## src/sv/ecd_pkg.sv

```systemverilog
// Package for the epoch-millisecond to civil date/time converter.
// Holds field widths, calendar constants, stage payload types and table functions.
// No dependencies.
`timescale 1ns / 1ps
`default_nettype none

package ecd_pkg;

    localparam int unsigned DIV_STEPS_DEF = 4;

    localparam int unsigned MS_W   = 54;
    localparam logic signed [MS_W-1:0] TIME_MAX = 54'sd8640000000000000;
    localparam logic signed [MS_W-1:0] TIME_MIN = -54'sd8640000000000000;
    // 100065428 days in ms; makes every in-range count non-negative and
    // lines the day count up with a whole number of 400-year eras
    localparam logic [MS_W:0] MS_OFFSET = 55'd8645652979200000;

    localparam int unsigned MS_LO_W    = 10;
    localparam int unsigned DAY_DIV_HI = 84375;
    localparam int unsigned DAYS_W     = 28;
    localparam int unsigned TOD_W      = 27;

    localparam int unsigned ERA_DAYS   = 146097;
    localparam int unsigned ERA_W      = 11;
    localparam int unsigned DOE_W      = 18;
    localparam int unsigned CENT_DAYS  = 36524;
    localparam int unsigned ERA_LAST   = 146096;
    localparam int unsigned QUAD_DAYS  = 1460;
    localparam int unsigned QUAD_W     = 7;
    localparam int unsigned YEAR_DAYS  = 365;
    localparam int unsigned YOE_W      = 9;
    localparam int unsigned DOY_W      = 9;
    localparam int unsigned MP_W       = 4;
    localparam int unsigned YEAR_BIAS  = 272000;

    localparam int unsigned MS_PER_HOUR = 3600000;
    localparam int unsigned MS_PER_MIN  = 60000;
    localparam int unsigned MS_PER_SEC  = 1000;

    localparam int unsigned YEAR_W = 20;
    localparam int unsigned MON_W  = 4;
    localparam int unsigned DAY_W  = 5;
    localparam int unsigned HOUR_W = 5;
    localparam int unsigned MIN_W  = 6;
    localparam int unsigned SEC_W  = 6;
    localparam int unsigned MSEC_W = 10;
    localparam int unsigned WDAY_W = 3;
    localparam int unsigned YDAY_W = 9;

    typedef struct packed {
        logic [MS_LO_W-1:0] ms_lo;
        logic               range_err;
    } a_side_t;

    typedef struct packed {
        logic [TOD_W-1:0] tod;
        logic             range_err;
    } b_side_t;

    typedef struct packed {
        logic [ERA_W-1:0] era_idx;
        logic [DOE_W-1:0] doe;
        logic [TOD_W-1:0] tod;
        logic             range_err;
    } c_side_t;

    typedef struct packed {
        logic [ERA_W-1:0]  era_idx;
        logic [DOE_W-1:0]  doe;
        logic [WDAY_W-1:0] weekday;
        logic [TOD_W-1:0]  tod;
        logic              range_err;
    } d_side_t;

    typedef struct packed {
        logic [YEAR_W-1:0] year;
        logic [MON_W-1:0]  month;
        logic [DAY_W-1:0]  day;
        logic [WDAY_W-1:0] weekday;
        logic [YDAY_W-1:0] yday;
        logic              range_err;
    } date_t;

    typedef struct packed {
        date_t            date;
        logic [TOD_W-1:0] tod;
    } cal_t;

    typedef struct packed {
        logic [HOUR_W-1:0] hour;
        date_t             date;
    } hr_side_t;

    typedef struct packed {
        logic [MIN_W-1:0]  minute;
        logic [HOUR_W-1:0] hour;
        date_t             date;
    } min_side_t;

    // (doe + 3) mod 7; octal digits fold since 8 is 1 mod 7
    function automatic logic [WDAY_W-1:0] weekday_of(input logic [DOE_W-1:0] doe);
        logic [20:0] x;
        logic [5:0]  s;
        logic [3:0]  f;
        logic [3:0]  r;
        x = 21'(doe) + 21'd3;
        s = 6'd0;
        for (int k = 0; k < 7; k++) begin
            s = s + {3'b000, x[3*k +: 3]};
        end
        f = {1'b0, s[5:3]} + {1'b0, s[2:0]};
        if (f >= 4'd14) begin
            r = f - 4'd14;
        end else if (f >= 4'd7) begin
            r = f - 4'd7;
        end else begin
            r = f;
        end
        return r[WDAY_W-1:0];
    endfunction

    // first day of each month, counted from March 1
    function automatic logic [DOY_W-1:0] month_start(input logic [MP_W-1:0] mp);
        logic [DOY_W-1:0] v;
        case (mp)
            4'd0:    v = 9'd0;
            4'd1:    v = 9'd31;
            4'd2:    v = 9'd61;
            4'd3:    v = 9'd92;
            4'd4:    v = 9'd122;
            4'd5:    v = 9'd153;
            4'd6:    v = 9'd184;
            4'd7:    v = 9'd214;
            4'd8:    v = 9'd245;
            4'd9:    v = 9'd275;
            4'd10:   v = 9'd306;
            4'd11:   v = 9'd337;
            default: v = 9'd0;
        endcase
        return v;
    endfunction

    // days before the month, counted from January 1
    function automatic logic [YDAY_W-1:0] cum_days(input logic leap,
                                                   input logic [MON_W-1:0] idx);
        logic [YDAY_W-1:0] v;
        case (idx)
            4'd0:    v = 9'd0;
            4'd1:    v = 9'd31;
            4'd2:    v = 9'd59;
            4'd3:    v = 9'd90;
            4'd4:    v = 9'd120;
            4'd5:    v = 9'd151;
            4'd6:    v = 9'd181;
            4'd7:    v = 9'd212;
            4'd8:    v = 9'd243;
            4'd9:    v = 9'd273;
            4'd10:   v = 9'd304;
            4'd11:   v = 9'd334;
            default: v = 9'd0;
        endcase
        if (leap && (idx >= 4'd2) && (idx <= 4'd11)) begin
            v = v + 9'd1;
        end
        return v;
    endfunction

endpackage

`default_nettype wire

```

## src/sv/ecd_cdiv.sv

```systemverilog
// Pipelined restoring divider by a constant, with a side payload carried along.
// A few quotient bits per register stage; each stage has its own valid and stall.
// Depends on ecd_pkg for the default step count.
`timescale 1ns / 1ps
`default_nettype none

module ecd_cdiv
    import ecd_pkg::*;
#(
    parameter int unsigned DIVISOR = 3,
    parameter int unsigned QW      = 2,
    parameter int unsigned SW      = 1,
    parameter int unsigned STEPS   = DIV_STEPS_DEF
) (
    input  wire                           aclk,
    input  wire                           aresetn,
    input  wire                           in_valid,
    output logic                          in_ready,
    input  wire  [$clog2(DIVISOR)+QW-1:0] in_dividend,
    input  wire  [SW-1:0]                 in_side,
    output logic                          out_valid,
    input  wire                           out_ready,
    output logic [QW-1:0]                 out_quot,
    output logic [$clog2(DIVISOR)-1:0]    out_rem,
    output logic [SW-1:0]                 out_side
);

    localparam int unsigned VW = $clog2(DIVISOR);
    localparam int unsigned AW = VW + QW;
    localparam int unsigned NS = (QW + STEPS - 1) / STEPS;
    localparam logic [VW:0] DIV_C = (VW + 1)'(DIVISOR);

    function automatic logic [AW-1:0] div_step(input logic [AW-1:0] acc);
        logic [VW:0]   trial;
        logic [VW:0]   diff;
        logic [AW-1:0] res;
        trial = {acc[AW-1:QW], acc[QW-1]};
        diff  = trial - DIV_C;
        if (trial >= DIV_C) begin
            res = {diff[VW-1:0], acc[QW-2:0], 1'b1};
        end else begin
            res = {trial[VW-1:0], acc[QW-2:0], 1'b0};
        end
        return res;
    endfunction

    logic          v_reg    [NS];
    logic [AW-1:0] acc_reg  [NS];
    logic [SW-1:0] side_reg [NS];

    logic          stg_v    [NS+1];
    logic [AW-1:0] stg_acc  [NS+1];
    logic [SW-1:0] stg_side [NS+1];
    logic          rdy      [NS+1];

    assign stg_v[0]    = in_valid;
    assign stg_acc[0]  = in_dividend;
    assign stg_side[0] = in_side;
    assign rdy[NS]     = out_ready;

    for (genvar i = 0; i < NS; i++) begin : g_stage
        logic [AW-1:0] acc_next;

        always_comb begin
            acc_next = stg_acc[i];
            for (int k = 0; k < STEPS; k++) begin
                if (i * STEPS + k < QW) begin
                    acc_next = div_step(acc_next);
                end
            end
        end

        always_ff @(posedge aclk) begin
            if (!aresetn) begin
                v_reg[i] <= 1'b0;
            end else if (rdy[i]) begin
                v_reg[i] <= stg_v[i];
            end
        end

        always_ff @(posedge aclk) begin
            if (rdy[i] && stg_v[i]) begin
                acc_reg[i]  <= acc_next;
                side_reg[i] <= stg_side[i];
            end
        end

        assign rdy[i]        = !v_reg[i] || rdy[i+1];
        assign stg_v[i+1]    = v_reg[i];
        assign stg_acc[i+1]  = acc_reg[i];
        assign stg_side[i+1] = side_reg[i];
    end

    assign in_ready  = rdy[0];
    assign out_valid = stg_v[NS];
    assign out_quot  = stg_acc[NS][QW-1:0];
    assign out_rem   = stg_acc[NS][AW-1:QW];
    assign out_side  = stg_side[NS];

endmodule

`default_nettype wire

```

## src/sv/ecd_cal.sv

```systemverilog
// Calendar stages: day of era and year of era to year, month, day and day of year.
// Four register stages with per-stage valid and stall; zeroes the date on a range error.
// Depends on ecd_pkg.
`timescale 1ns / 1ps
`default_nettype none

module ecd_cal
    import ecd_pkg::*;
(
    input  wire               aclk,
    input  wire               aresetn,
    input  wire               in_valid,
    output logic              in_ready,
    input  wire  [YOE_W-1:0]  in_yoe,
    input  var   d_side_t     in_side,
    output logic              out_valid,
    input  wire               out_ready,
    output cal_t              out_cal
);

    logic s1_v_reg, s2_v_reg, s3_v_reg, s4_v_reg;
    logic s1_rdy, s2_rdy, s3_rdy, s4_rdy;

    assign s4_rdy   = !s4_v_reg || out_ready;
    assign s3_rdy   = !s3_v_reg || s4_rdy;
    assign s2_rdy   = !s2_v_reg || s3_rdy;
    assign s1_rdy   = !s1_v_reg || s2_rdy;
    assign in_ready = s1_rdy;

    always_ff @(posedge aclk) begin
        if (!aresetn) begin
            s1_v_reg <= 1'b0;
            s2_v_reg <= 1'b0;
            s3_v_reg <= 1'b0;
            s4_v_reg <= 1'b0;
        end else begin
            if (s1_rdy) begin
                s1_v_reg <= in_valid;
            end
            if (s2_rdy) begin
                s2_v_reg <= s1_v_reg;
            end
            if (s3_rdy) begin
                s3_v_reg <= s2_v_reg;
            end
            if (s4_rdy) begin
                s4_v_reg <= s3_v_reg;
            end
        end
    end

    // stage 1: day of the March-based year
    logic [DOY_W-1:0]  s1_doy_reg, s1_doy_next;
    logic [YOE_W-1:0]  s1_yoe_reg;
    logic [ERA_W-1:0]  s1_era_reg;
    logic [WDAY_W-1:0] s1_wday_reg;
    logic [TOD_W-1:0]  s1_tod_reg;
    logic              s1_err_reg;
    logic [DOE_W-1:0]  yoe_days;
    logic [DOE_W-1:0]  doe_diff;
    logic [1:0]        yoe_cent;

    always_comb begin
        yoe_cent = {1'b0, in_yoe >= YOE_W'(100)} + {1'b0, in_yoe >= YOE_W'(200)}
                 + {1'b0, in_yoe >= YOE_W'(300)};
        yoe_days = DOE_W'(in_yoe) * DOE_W'(YEAR_DAYS)
                 + DOE_W'(in_yoe[YOE_W-1:2])
                 - DOE_W'(yoe_cent)
                 + DOE_W'(in_yoe >= YOE_W'(400));
        doe_diff = in_side.doe - yoe_days;
        s1_doy_next = doe_diff[DOY_W-1:0];
    end

    always_ff @(posedge aclk) begin
        if (s1_rdy && in_valid) begin
            s1_doy_reg  <= s1_doy_next;
            s1_yoe_reg  <= in_yoe;
            s1_era_reg  <= in_side.era_idx;
            s1_wday_reg <= in_side.weekday;
            s1_tod_reg  <= in_side.tod;
            s1_err_reg  <= in_side.range_err;
        end
    end

    // stage 2: March-based month by search over month starts
    logic [MP_W-1:0]   s2_mp_reg, s2_mp_next;
    logic [DOY_W-1:0]  s2_doy_reg;
    logic [YOE_W-1:0]  s2_yoe_reg;
    logic [ERA_W-1:0]  s2_era_reg;
    logic [WDAY_W-1:0] s2_wday_reg;
    logic [TOD_W-1:0]  s2_tod_reg;
    logic              s2_err_reg;

    always_comb begin
        s2_mp_next = '0;
        for (int k = 1; k < 12; k++) begin
            s2_mp_next = s2_mp_next + MP_W'(s1_doy_reg >= month_start(MP_W'(k)));
        end
    end

    always_ff @(posedge aclk) begin
        if (s2_rdy && s1_v_reg) begin
            s2_mp_reg   <= s2_mp_next;
            s2_doy_reg  <= s1_doy_reg;
            s2_yoe_reg  <= s1_yoe_reg;
            s2_era_reg  <= s1_era_reg;
            s2_wday_reg <= s1_wday_reg;
            s2_tod_reg  <= s1_tod_reg;
            s2_err_reg  <= s1_err_reg;
        end
    end

    // stage 3: month, day, year and leap flag
    logic [YEAR_W-1:0] s3_year_reg, s3_year_next;
    logic [MON_W-1:0]  s3_mon_reg, s3_mon_next;
    logic [DAY_W-1:0]  s3_dom_reg, s3_dom_next;
    logic              s3_leap_reg, s3_leap_next;
    logic [WDAY_W-1:0] s3_wday_reg;
    logic [TOD_W-1:0]  s3_tod_reg;
    logic              s3_err_reg;
    logic [DOY_W-1:0]  dom_full;
    logic [YOE_W-1:0]  y4;
    logic              jan_feb;

    always_comb begin
        dom_full    = s2_doy_reg - month_start(s2_mp_reg) + DOY_W'(1);
        s3_dom_next = dom_full[DAY_W-1:0];
        jan_feb     = (s2_mp_reg >= MP_W'(10));
        if (jan_feb) begin
            s3_mon_next = s2_mp_reg - MON_W'(9);
        end else begin
            s3_mon_next = s2_mp_reg + MON_W'(3);
        end
        y4 = s2_yoe_reg + YOE_W'(jan_feb);
        s3_year_next = YEAR_W'(s2_era_reg) * YEAR_W'(400) + YEAR_W'(y4)
                     - YEAR_W'(YEAR_BIAS);
        s3_leap_next = (y4[1:0] == 2'b00) && (y4 != YOE_W'(100))
                    && (y4 != YOE_W'(200)) && (y4 != YOE_W'(300));
    end

    always_ff @(posedge aclk) begin
        if (s3_rdy && s2_v_reg) begin
            s3_year_reg <= s3_year_next;
            s3_mon_reg  <= s3_mon_next;
            s3_dom_reg  <= s3_dom_next;
            s3_leap_reg <= s3_leap_next;
            s3_wday_reg <= s2_wday_reg;
            s3_tod_reg  <= s2_tod_reg;
            s3_err_reg  <= s2_err_reg;
        end
    end

    // stage 4: day of year; drop the date on a range error
    cal_t s4_cal_reg, s4_cal_next;

    always_comb begin
        s4_cal_next = '0;
        s4_cal_next.tod = s3_tod_reg;
        s4_cal_next.date.range_err = s3_err_reg;
        if (!s3_err_reg) begin
            s4_cal_next.date.year    = s3_year_reg;
            s4_cal_next.date.month   = s3_mon_reg;
            s4_cal_next.date.day     = s3_dom_reg;
            s4_cal_next.date.weekday = s3_wday_reg;
            s4_cal_next.date.yday    = cum_days(s3_leap_reg, s3_mon_reg - MON_W'(1))
                                     + YDAY_W'(s3_dom_reg);
        end
    end

    always_ff @(posedge aclk) begin
        if (s4_rdy && s3_v_reg) begin
            s4_cal_reg <= s4_cal_next;
        end
    end

    assign out_valid = s4_v_reg;
    assign out_cal   = s4_cal_reg;

endmodule

`default_nettype wire

```

## src/sv/epoch_ms_to_civil_date_time.sv

```systemverilog
// Epoch milliseconds to proleptic Gregorian UTC date and time, fully pipelined.
// Throughput: one word per cycle while m_ready is high; every stage stalls on
// its own, and bubbles fill in.
// Reset (aresetn low, synchronous) clears all valid bits; no other state is kept.
// Depends on ecd_pkg, ecd_cdiv and ecd_cal.
`timescale 1ns / 1ps
`default_nettype none

module epoch_ms_to_civil_date_time
    import ecd_pkg::*;
#(
    parameter int unsigned DIV_STEPS = DIV_STEPS_DEF
) (
    input  wire                       aclk,
    input  wire                       aresetn,
    input  wire                       s_valid,
    output logic                      s_ready,
    input  wire  signed [MS_W-1:0]    s_epoch_ms,
    output logic                      m_valid,
    input  wire                       m_ready,
    output logic signed [YEAR_W-1:0]  m_year,
    output logic [MON_W-1:0]          m_month,
    output logic [DAY_W-1:0]          m_day,
    output logic [HOUR_W-1:0]         m_hour,
    output logic [MIN_W-1:0]          m_minute,
    output logic [SEC_W-1:0]          m_second,
    output logic [MSEC_W-1:0]         m_millisecond,
    output logic [WDAY_W-1:0]         m_weekday,
    output logic [YDAY_W-1:0]         m_day_of_year,
    output logic                      m_range_error
);

    // front stage: range check and offset into a non-negative count
    logic            f_v_reg;
    logic [MS_W-1:0] f_u_reg, f_u_next;
    logic            f_err_reg, f_err_next;
    logic [MS_W:0]   u_sum;
    logic            f_rdy;
    logic            a_in_ready;

    always_comb begin
        u_sum      = {s_epoch_ms[MS_W-1], s_epoch_ms} + MS_OFFSET;
        f_u_next   = u_sum[MS_W-1:0];
        f_err_next = (s_epoch_ms < TIME_MIN) || (s_epoch_ms > TIME_MAX);
    end

    assign f_rdy   = !f_v_reg || a_in_ready;
    assign s_ready = f_rdy;

    always_ff @(posedge aclk) begin
        if (!aresetn) begin
            f_v_reg <= 1'b0;
        end else if (f_rdy) begin
            f_v_reg <= s_valid;
        end
    end

    always_ff @(posedge aclk) begin
        if (f_rdy && s_valid) begin
            f_u_reg   <= f_u_next;
            f_err_reg <= f_err_next;
        end
    end

    // days and time of day: divide by 1024 * 84375
    a_side_t               a_side_in, a_side_out;
    logic                  a_out_valid, b_in_ready;
    logic [DAYS_W-1:0]     a_quot;
    logic [TOD_W-MS_LO_W-1:0] a_rem;

    assign a_side_in.ms_lo     = f_u_reg[MS_LO_W-1:0];
    assign a_side_in.range_err = f_err_reg;

    ecd_cdiv #(
        .DIVISOR (DAY_DIV_HI),
        .QW      (DAYS_W),
        .SW      ($bits(a_side_t)),
        .STEPS   (DIV_STEPS)
    ) u_div_day (
        .aclk        (aclk),
        .aresetn     (aresetn),
        .in_valid    (f_v_reg),
        .in_ready    (a_in_ready),
        .in_dividend ({1'b0, f_u_reg[MS_W-1:MS_LO_W]}),
        .in_side     (a_side_in),
        .out_valid   (a_out_valid),
        .out_ready   (b_in_ready),
        .out_quot    (a_quot),
        .out_rem     (a_rem),
        .out_side    (a_side_out)
    );

    // era and day of era
    b_side_t          b_side_in, b_side_out;
    logic             b_out_valid, c_in_ready;
    logic [ERA_W-1:0] b_quot;
    logic [DOE_W-1:0] b_rem;

    assign b_side_in.tod       = a_side_out.range_err ? '0 : {a_rem, a_side_out.ms_lo};
    assign b_side_in.range_err = a_side_out.range_err;

    ecd_cdiv #(
        .DIVISOR (ERA_DAYS),
        .QW      (ERA_W),
        .SW      ($bits(b_side_t)),
        .STEPS   (DIV_STEPS)
    ) u_div_era (
        .aclk        (aclk),
        .aresetn     (aresetn),
        .in_valid    (a_out_valid),
        .in_ready    (b_in_ready),
        .in_dividend ({1'b0, a_quot}),
        .in_side     (b_side_in),
        .out_valid   (b_out_valid),
        .out_ready   (c_in_ready),
        .out_quot    (b_quot),
        .out_rem     (b_rem),
        .out_side    (b_side_out)
    );

    // four-year groups within the era
    c_side_t           c_side_in, c_side_out;
    logic              c_out_valid, g_rdy;
    logic [QUAD_W-1:0] c_quot;

    assign c_side_in.era_idx   = b_quot;
    assign c_side_in.doe       = b_rem;
    assign c_side_in.tod       = b_side_out.tod;
    assign c_side_in.range_err = b_side_out.range_err;

    ecd_cdiv #(
        .DIVISOR (QUAD_DAYS),
        .QW      (QUAD_W),
        .SW      ($bits(c_side_t)),
        .STEPS   (DIV_STEPS)
    ) u_div_quad (
        .aclk        (aclk),
        .aresetn     (aresetn),
        .in_valid    (b_out_valid),
        .in_ready    (c_in_ready),
        .in_dividend (b_rem),
        .in_side     (c_side_in),
        .out_valid   (c_out_valid),
        .out_ready   (g_rdy),
        .out_quot    (c_quot),
        .out_rem     (),
        .out_side    (c_side_out)
    );

    // numerator for year of era, and weekday
    logic             g_v_reg;
    logic [DOE_W-1:0] g_num_reg, g_num_next;
    d_side_t          g_side_reg, g_side_next;
    logic [2:0]       cent_cnt;
    logic             d_in_ready;

    always_comb begin
        cent_cnt = {2'b00, c_side_out.doe >= DOE_W'(CENT_DAYS)}
                 + {2'b00, c_side_out.doe >= DOE_W'(2 * CENT_DAYS)}
                 + {2'b00, c_side_out.doe >= DOE_W'(3 * CENT_DAYS)}
                 + {2'b00, c_side_out.doe >= DOE_W'(ERA_LAST)};
        g_num_next = c_side_out.doe - DOE_W'(c_quot) + DOE_W'(cent_cnt)
                   - DOE_W'(c_side_out.doe >= DOE_W'(ERA_LAST));
        g_side_next.era_idx   = c_side_out.era_idx;
        g_side_next.doe       = c_side_out.doe;
        g_side_next.weekday   = weekday_of(c_side_out.doe);
        g_side_next.tod       = c_side_out.tod;
        g_side_next.range_err = c_side_out.range_err;
    end

    assign g_rdy = !g_v_reg || d_in_ready;

    always_ff @(posedge aclk) begin
        if (!aresetn) begin
            g_v_reg <= 1'b0;
        end else if (g_rdy) begin
            g_v_reg <= c_out_valid;
        end
    end

    always_ff @(posedge aclk) begin
        if (g_rdy && c_out_valid) begin
            g_num_reg  <= g_num_next;
            g_side_reg <= g_side_next;
        end
    end

    // year of era
    d_side_t          d_side_out;
    logic             d_out_valid, cal_in_ready;
    logic [YOE_W-1:0] d_quot;

    ecd_cdiv #(
        .DIVISOR (YEAR_DAYS),
        .QW      (YOE_W),
        .SW      ($bits(d_side_t)),
        .STEPS   (DIV_STEPS)
    ) u_div_yoe (
        .aclk        (aclk),
        .aresetn     (aresetn),
        .in_valid    (g_v_reg),
        .in_ready    (d_in_ready),
        .in_dividend (g_num_reg),
        .in_side     (g_side_reg),
        .out_valid   (d_out_valid),
        .out_ready   (cal_in_ready),
        .out_quot    (d_quot),
        .out_rem     (),
        .out_side    (d_side_out)
    );

    cal_t cal_out;
    logic cal_out_valid, e_in_ready;

    ecd_cal u_cal (
        .aclk      (aclk),
        .aresetn   (aresetn),
        .in_valid  (d_out_valid),
        .in_ready  (cal_in_ready),
        .in_yoe    (d_quot),
        .in_side   (d_side_out),
        .out_valid (cal_out_valid),
        .out_ready (e_in_ready),
        .out_cal   (cal_out)
    );

    // time of day: hours, minutes, seconds
    date_t             e_side_out;
    logic              e_out_valid, f2_in_ready;
    logic [HOUR_W-1:0] e_quot;
    logic [21:0]       e_rem;

    ecd_cdiv #(
        .DIVISOR (MS_PER_HOUR),
        .QW      (HOUR_W),
        .SW      ($bits(date_t)),
        .STEPS   (DIV_STEPS)
    ) u_div_hour (
        .aclk        (aclk),
        .aresetn     (aresetn),
        .in_valid    (cal_out_valid),
        .in_ready    (e_in_ready),
        .in_dividend (cal_out.tod),
        .in_side     (cal_out.date),
        .out_valid   (e_out_valid),
        .out_ready   (f2_in_ready),
        .out_quot    (e_quot),
        .out_rem     (e_rem),
        .out_side    (e_side_out)
    );

    hr_side_t          hr_side_in, hr_side_out;
    logic              hr_out_valid, mn_in_ready;
    logic [MIN_W-1:0]  hr_quot;
    logic [15:0]       hr_rem;

    assign hr_side_in.hour = e_quot;
    assign hr_side_in.date = e_side_out;

    ecd_cdiv #(
        .DIVISOR (MS_PER_MIN),
        .QW      (MIN_W),
        .SW      ($bits(hr_side_t)),
        .STEPS   (DIV_STEPS)
    ) u_div_min (
        .aclk        (aclk),
        .aresetn     (aresetn),
        .in_valid    (e_out_valid),
        .in_ready    (f2_in_ready),
        .in_dividend (e_rem),
        .in_side     (hr_side_in),
        .out_valid   (hr_out_valid),
        .out_ready   (mn_in_ready),
        .out_quot    (hr_quot),
        .out_rem     (hr_rem),
        .out_side    (hr_side_out)
    );

    min_side_t         mn_side_in, mn_side_out;
    logic [SEC_W-1:0]  mn_quot;
    logic [MSEC_W-1:0] mn_rem;

    assign mn_side_in.minute = hr_quot;
    assign mn_side_in.hour   = hr_side_out.hour;
    assign mn_side_in.date   = hr_side_out.date;

    ecd_cdiv #(
        .DIVISOR (MS_PER_SEC),
        .QW      (SEC_W),
        .SW      ($bits(min_side_t)),
        .STEPS   (DIV_STEPS)
    ) u_div_sec (
        .aclk        (aclk),
        .aresetn     (aresetn),
        .in_valid    (hr_out_valid),
        .in_ready    (mn_in_ready),
        .in_dividend (hr_rem),
        .in_side     (mn_side_in),
        .out_valid   (m_valid),
        .out_ready   (m_ready),
        .out_quot    (mn_quot),
        .out_rem     (mn_rem),
        .out_side    (mn_side_out)
    );

    assign m_year        = $signed(mn_side_out.date.year);
    assign m_month       = mn_side_out.date.month;
    assign m_day         = mn_side_out.date.day;
    assign m_hour        = mn_side_out.hour;
    assign m_minute      = mn_side_out.minute;
    assign m_second      = mn_quot;
    assign m_millisecond = mn_rem;
    assign m_weekday     = mn_side_out.date.weekday;
    assign m_day_of_year = mn_side_out.date.yday;
    assign m_range_error = mn_side_out.date.range_err;

endmodule

`default_nettype wire

```

## config.mk

```make
export PLATFORM = sky130hd
export DESIGN_NAME = epoch_ms_to_civil_date_time
export DESIGN_NICKNAME = d
export VERILOG_FILES = /design/src/sv/ecd_pkg.sv /design/src/sv/ecd_cdiv.sv /design/src/sv/ecd_cal.sv /design/src/sv/epoch_ms_to_civil_date_time.sv
export SDC_FILE = /design/constraint.sdc
export NUM_CORES = 2
export LEC_CHECK = 0
export BUFFER_PORTS_ARGS = -buffer_cell sky130_fd_sc_hd__buf_4
export CAP_MARGIN = 15
export CORE_AREA = 2 2 478 480
export CTS_CLUSTER_DIAMETER = 200
export CTS_CLUSTER_SIZE = 14
export DETAILED_ROUTE_END_ITERATION = 6
export DIE_AREA = 0 0 480 482
export GPL_TIMING_DRIVEN = 0
export PLACE_DENSITY = 0.65
export SLEW_MARGIN = 20
export SYNTH_ARGS = -nofsm -noshare
export SYNTH_HDL_FRONTEND = slang
export SYNTH_HIERARCHICAL = 1
export SYNTH_SLANG_ARGS = --single-unit
```

## constraint.sdc

```tcl
create_clock -name aclk -period 12.3 [get_ports aclk]
set_input_delay 1.845 -clock aclk [delete_from_list [all_inputs] [get_ports aclk]]
set_output_delay 1.845 -clock aclk [all_outputs]
set_load 0.02 [all_outputs]
```

==> impl_results.md <==
* Status: finished clean
* CP startpoint kind: input port
* Clock Tree Buf Depth at 3
* Sequential share of power at a little under a quarter
* Clock slew at reported path FFs at 0.06 ns
* # setup viols final at 0
* Wirelength per Cell at around 18 µm
* Initial antenna violation count at 2
* RR Endpoint: u_div_day/acc_reg[3][29]
* Final period utilization at 85.94%
* Sw frac at a little under half
* Post-CTS Setup Repair Bufs at 0
* Starting Density at 48.65%
* CP max FO at 6
* Pin count of the biggest net entering global routing at 58
* DRT Pass-1 Iters at 6
* Routability congestion estimate at about 0.9
* PD cells at 292.7 nW/µm²
* P_leak at 41.72 nW
* DRC errors left at 0
* Net Sw Power at 16.36 mW
* Die width at 480 µm
* Post-CTS Resized at 0
* Initial detailed-routing violation count at just over 6000
* Detailed placer's ending HPWL at 191500 µm
* Worst Reg2Reg Path Length in Cells at 34
* Clock tree from TritonCTS: done
* Root Buffer Master: clkbuf_16
* Mean post-synth cell area at 10.71 µm²
* Fraction of layout cells with a size suffix above 1 at approximately an eighth
* Area added between synthesis and finish at 8.970%
* Worst Slack Setup Final at 1.729 ns
* Num ports at 129
* Max Freq at around 95 MHz
* Worst Skew at between 0.08 and 0.09 ns
* Commonest non-fill, non-tap cells in the layout: 1702 x edfxtp_1, 702 x nand2_1, 692 x xnor2_1
* Syn Inst Count at 10289
* Vias in the first global route at 77795
* Register area at 51470 µm²
* Via count at slightly above 80000
* Part of the power in the clock network at 11.9%
* YS warnings at 6
* Peak VDD IR at 0.5719 mV
* Die ar. at approximately 230000 µm²
* FP Rows at 175
* H-tree depth at 4
* PortBufs at 110
* Commonest non-fill, non-tap cell in the layout: edfxtp_1
* R2R Setup Slk at 1.75 ns
* Pre-CTS WS at 1.817 ns
* CTS Hold Bufs at 0
* Crit Path Class: input port to output pin
* Max_slew headroom at ~22%
* Setup crit end kind: output pin
* Post-route setup TNS at 0 ns
* WP data arrival at 8.73 ns
* First-pass GRT wire length at 405700 µm
* CTS Buf Count at 140
* Final #Nets at 10989
* Number of flip-flops under the largest register name at 315
* Hold EP: u_div_quad/side_reg[0][100]
* Final Max Tran Viols at 0
* Detailed Route WL at 250400 µm
* WP data required at 10.45 ns
* Final Hold Viols at 0
* Clock Sinks at 1720
* RSZ-0062 raised after global routing: false
* Fill cells at ~20000
* Post-route ant nets at 0
* Multi-input logic area at about 52000 µm²
* Total of max-cap violations at 0
* Core Region at 226400 µm²
* Die Y at 482 µm
* Mapped Area at 110200 µm²
* Worst-Margin Slew at around 1.1 ns
* Power Internal at 18.78 mW
* Hold Startpoint: u_div_quad/side_reg[0][43]
* Total gr overflow at 0
* Worst hold path type: flip-flop to flip-flop
* Reg2reg start: u_div_day/acc_reg[2][28]
* Worst Hold Depth at 0
* All-layer global routing usage at 21.03%
* Vias per std cell at 5.905
* Post-route minimum period at between 10 and 15 ns
* Skew-Pair Late Insertion Delay at 0.81 ns
* Power share of the combinational group at 65.5%
==> layer usage <==
metal  global-route usage (%)  up-vias  routed length, µm
li1                         -    39054                  -
met1                    26.55    39188             106800
met2                    38.06     2071             127400
met3                    2.225      376               9876
met5                        0        -                  0
met4                    5.901        0               6253
==> per-stage QoR <==
step,power [mW],utilization [%],hold WS (ns),instances,instance area (µm²)
global placement,30.35,50.69,0.4002,13416,114800
CTS,35.03,53.01,0.3502,13662,120000
finish,35.14,53.02,0.3633,13664,120000
global route,37.68,53.02,0.3830,13664,120000
detailed placement,30.64,51.20,0.4045,13458,115900
floorplan,25.70,-,0.4003,10297,110200
==> power by group through the flow <==
stage	logic (mW)	registers, mW	clock network [mW]
finish	23.0	7.94	4.19
global route	25.1	7.97	4.57
CTS	22.7	7.94	4.36
detailed placement	22.6	8.07	0
global placement	22.3	8.07	0
floorplan	17.7	8.03	0
==> cell type report <==
class                   count  share of cell area [%]
multi-input cells        7368                   43.63
flip-flops and latches   1720                   42.88
plain buffers             767                   4.021
well taps                3009                   3.137
clock buffers             189                   3.080
repair buffers            152                   1.507
inverters                 442                   1.404
clock inverters            15                  0.3409
diodes                      2                0.004170
==> worst max path at each step <==
stage,startpoint,end,slack (ns),depth (start not counted)
3_5_place_dp,m_ready,s_ready,1.82,26
3_3_place_gp,u_div_day/acc_reg[2][27],u_div_day/acc_reg[3][29],1.92,34
6_report,m_ready,s_ready,1.73,26
4_1_cts,m_ready,s_ready,1.74,26
2_1_floorplan,u_div_day/acc_reg[3][27],u_div_day/acc_reg[4][41],4.10,36
5_1_grt,m_ready,s_ready,1.09,26
==> worst max-delay path: stages <==
cell	delay, ns
buf_4	0.11
nor2b_1	0.41
nand2_1	0.16
nor2b_1	0.36
nand2_1	0.15
nor2b_1	0.35
nand2_1	0.16
nor2b_1	0.36
and2_1	0.46
nand3_1	0.16
nor2b_1	0.32
and2_1	0.31
nand2_1	0.12
nand2b_1	0.20
nor2b_1	0.38
nand2_1	0.17
nor2b_1	0.32
and2_1	0.32
nand2_1	0.13
nor2b_1	0.31
and3_1	0.31
and2_1	0.29
and3_1	0.32
nand2_1	0.12
nand2b_1	0.33
buf_4	0.25
(Power assumes the default switching activity.)
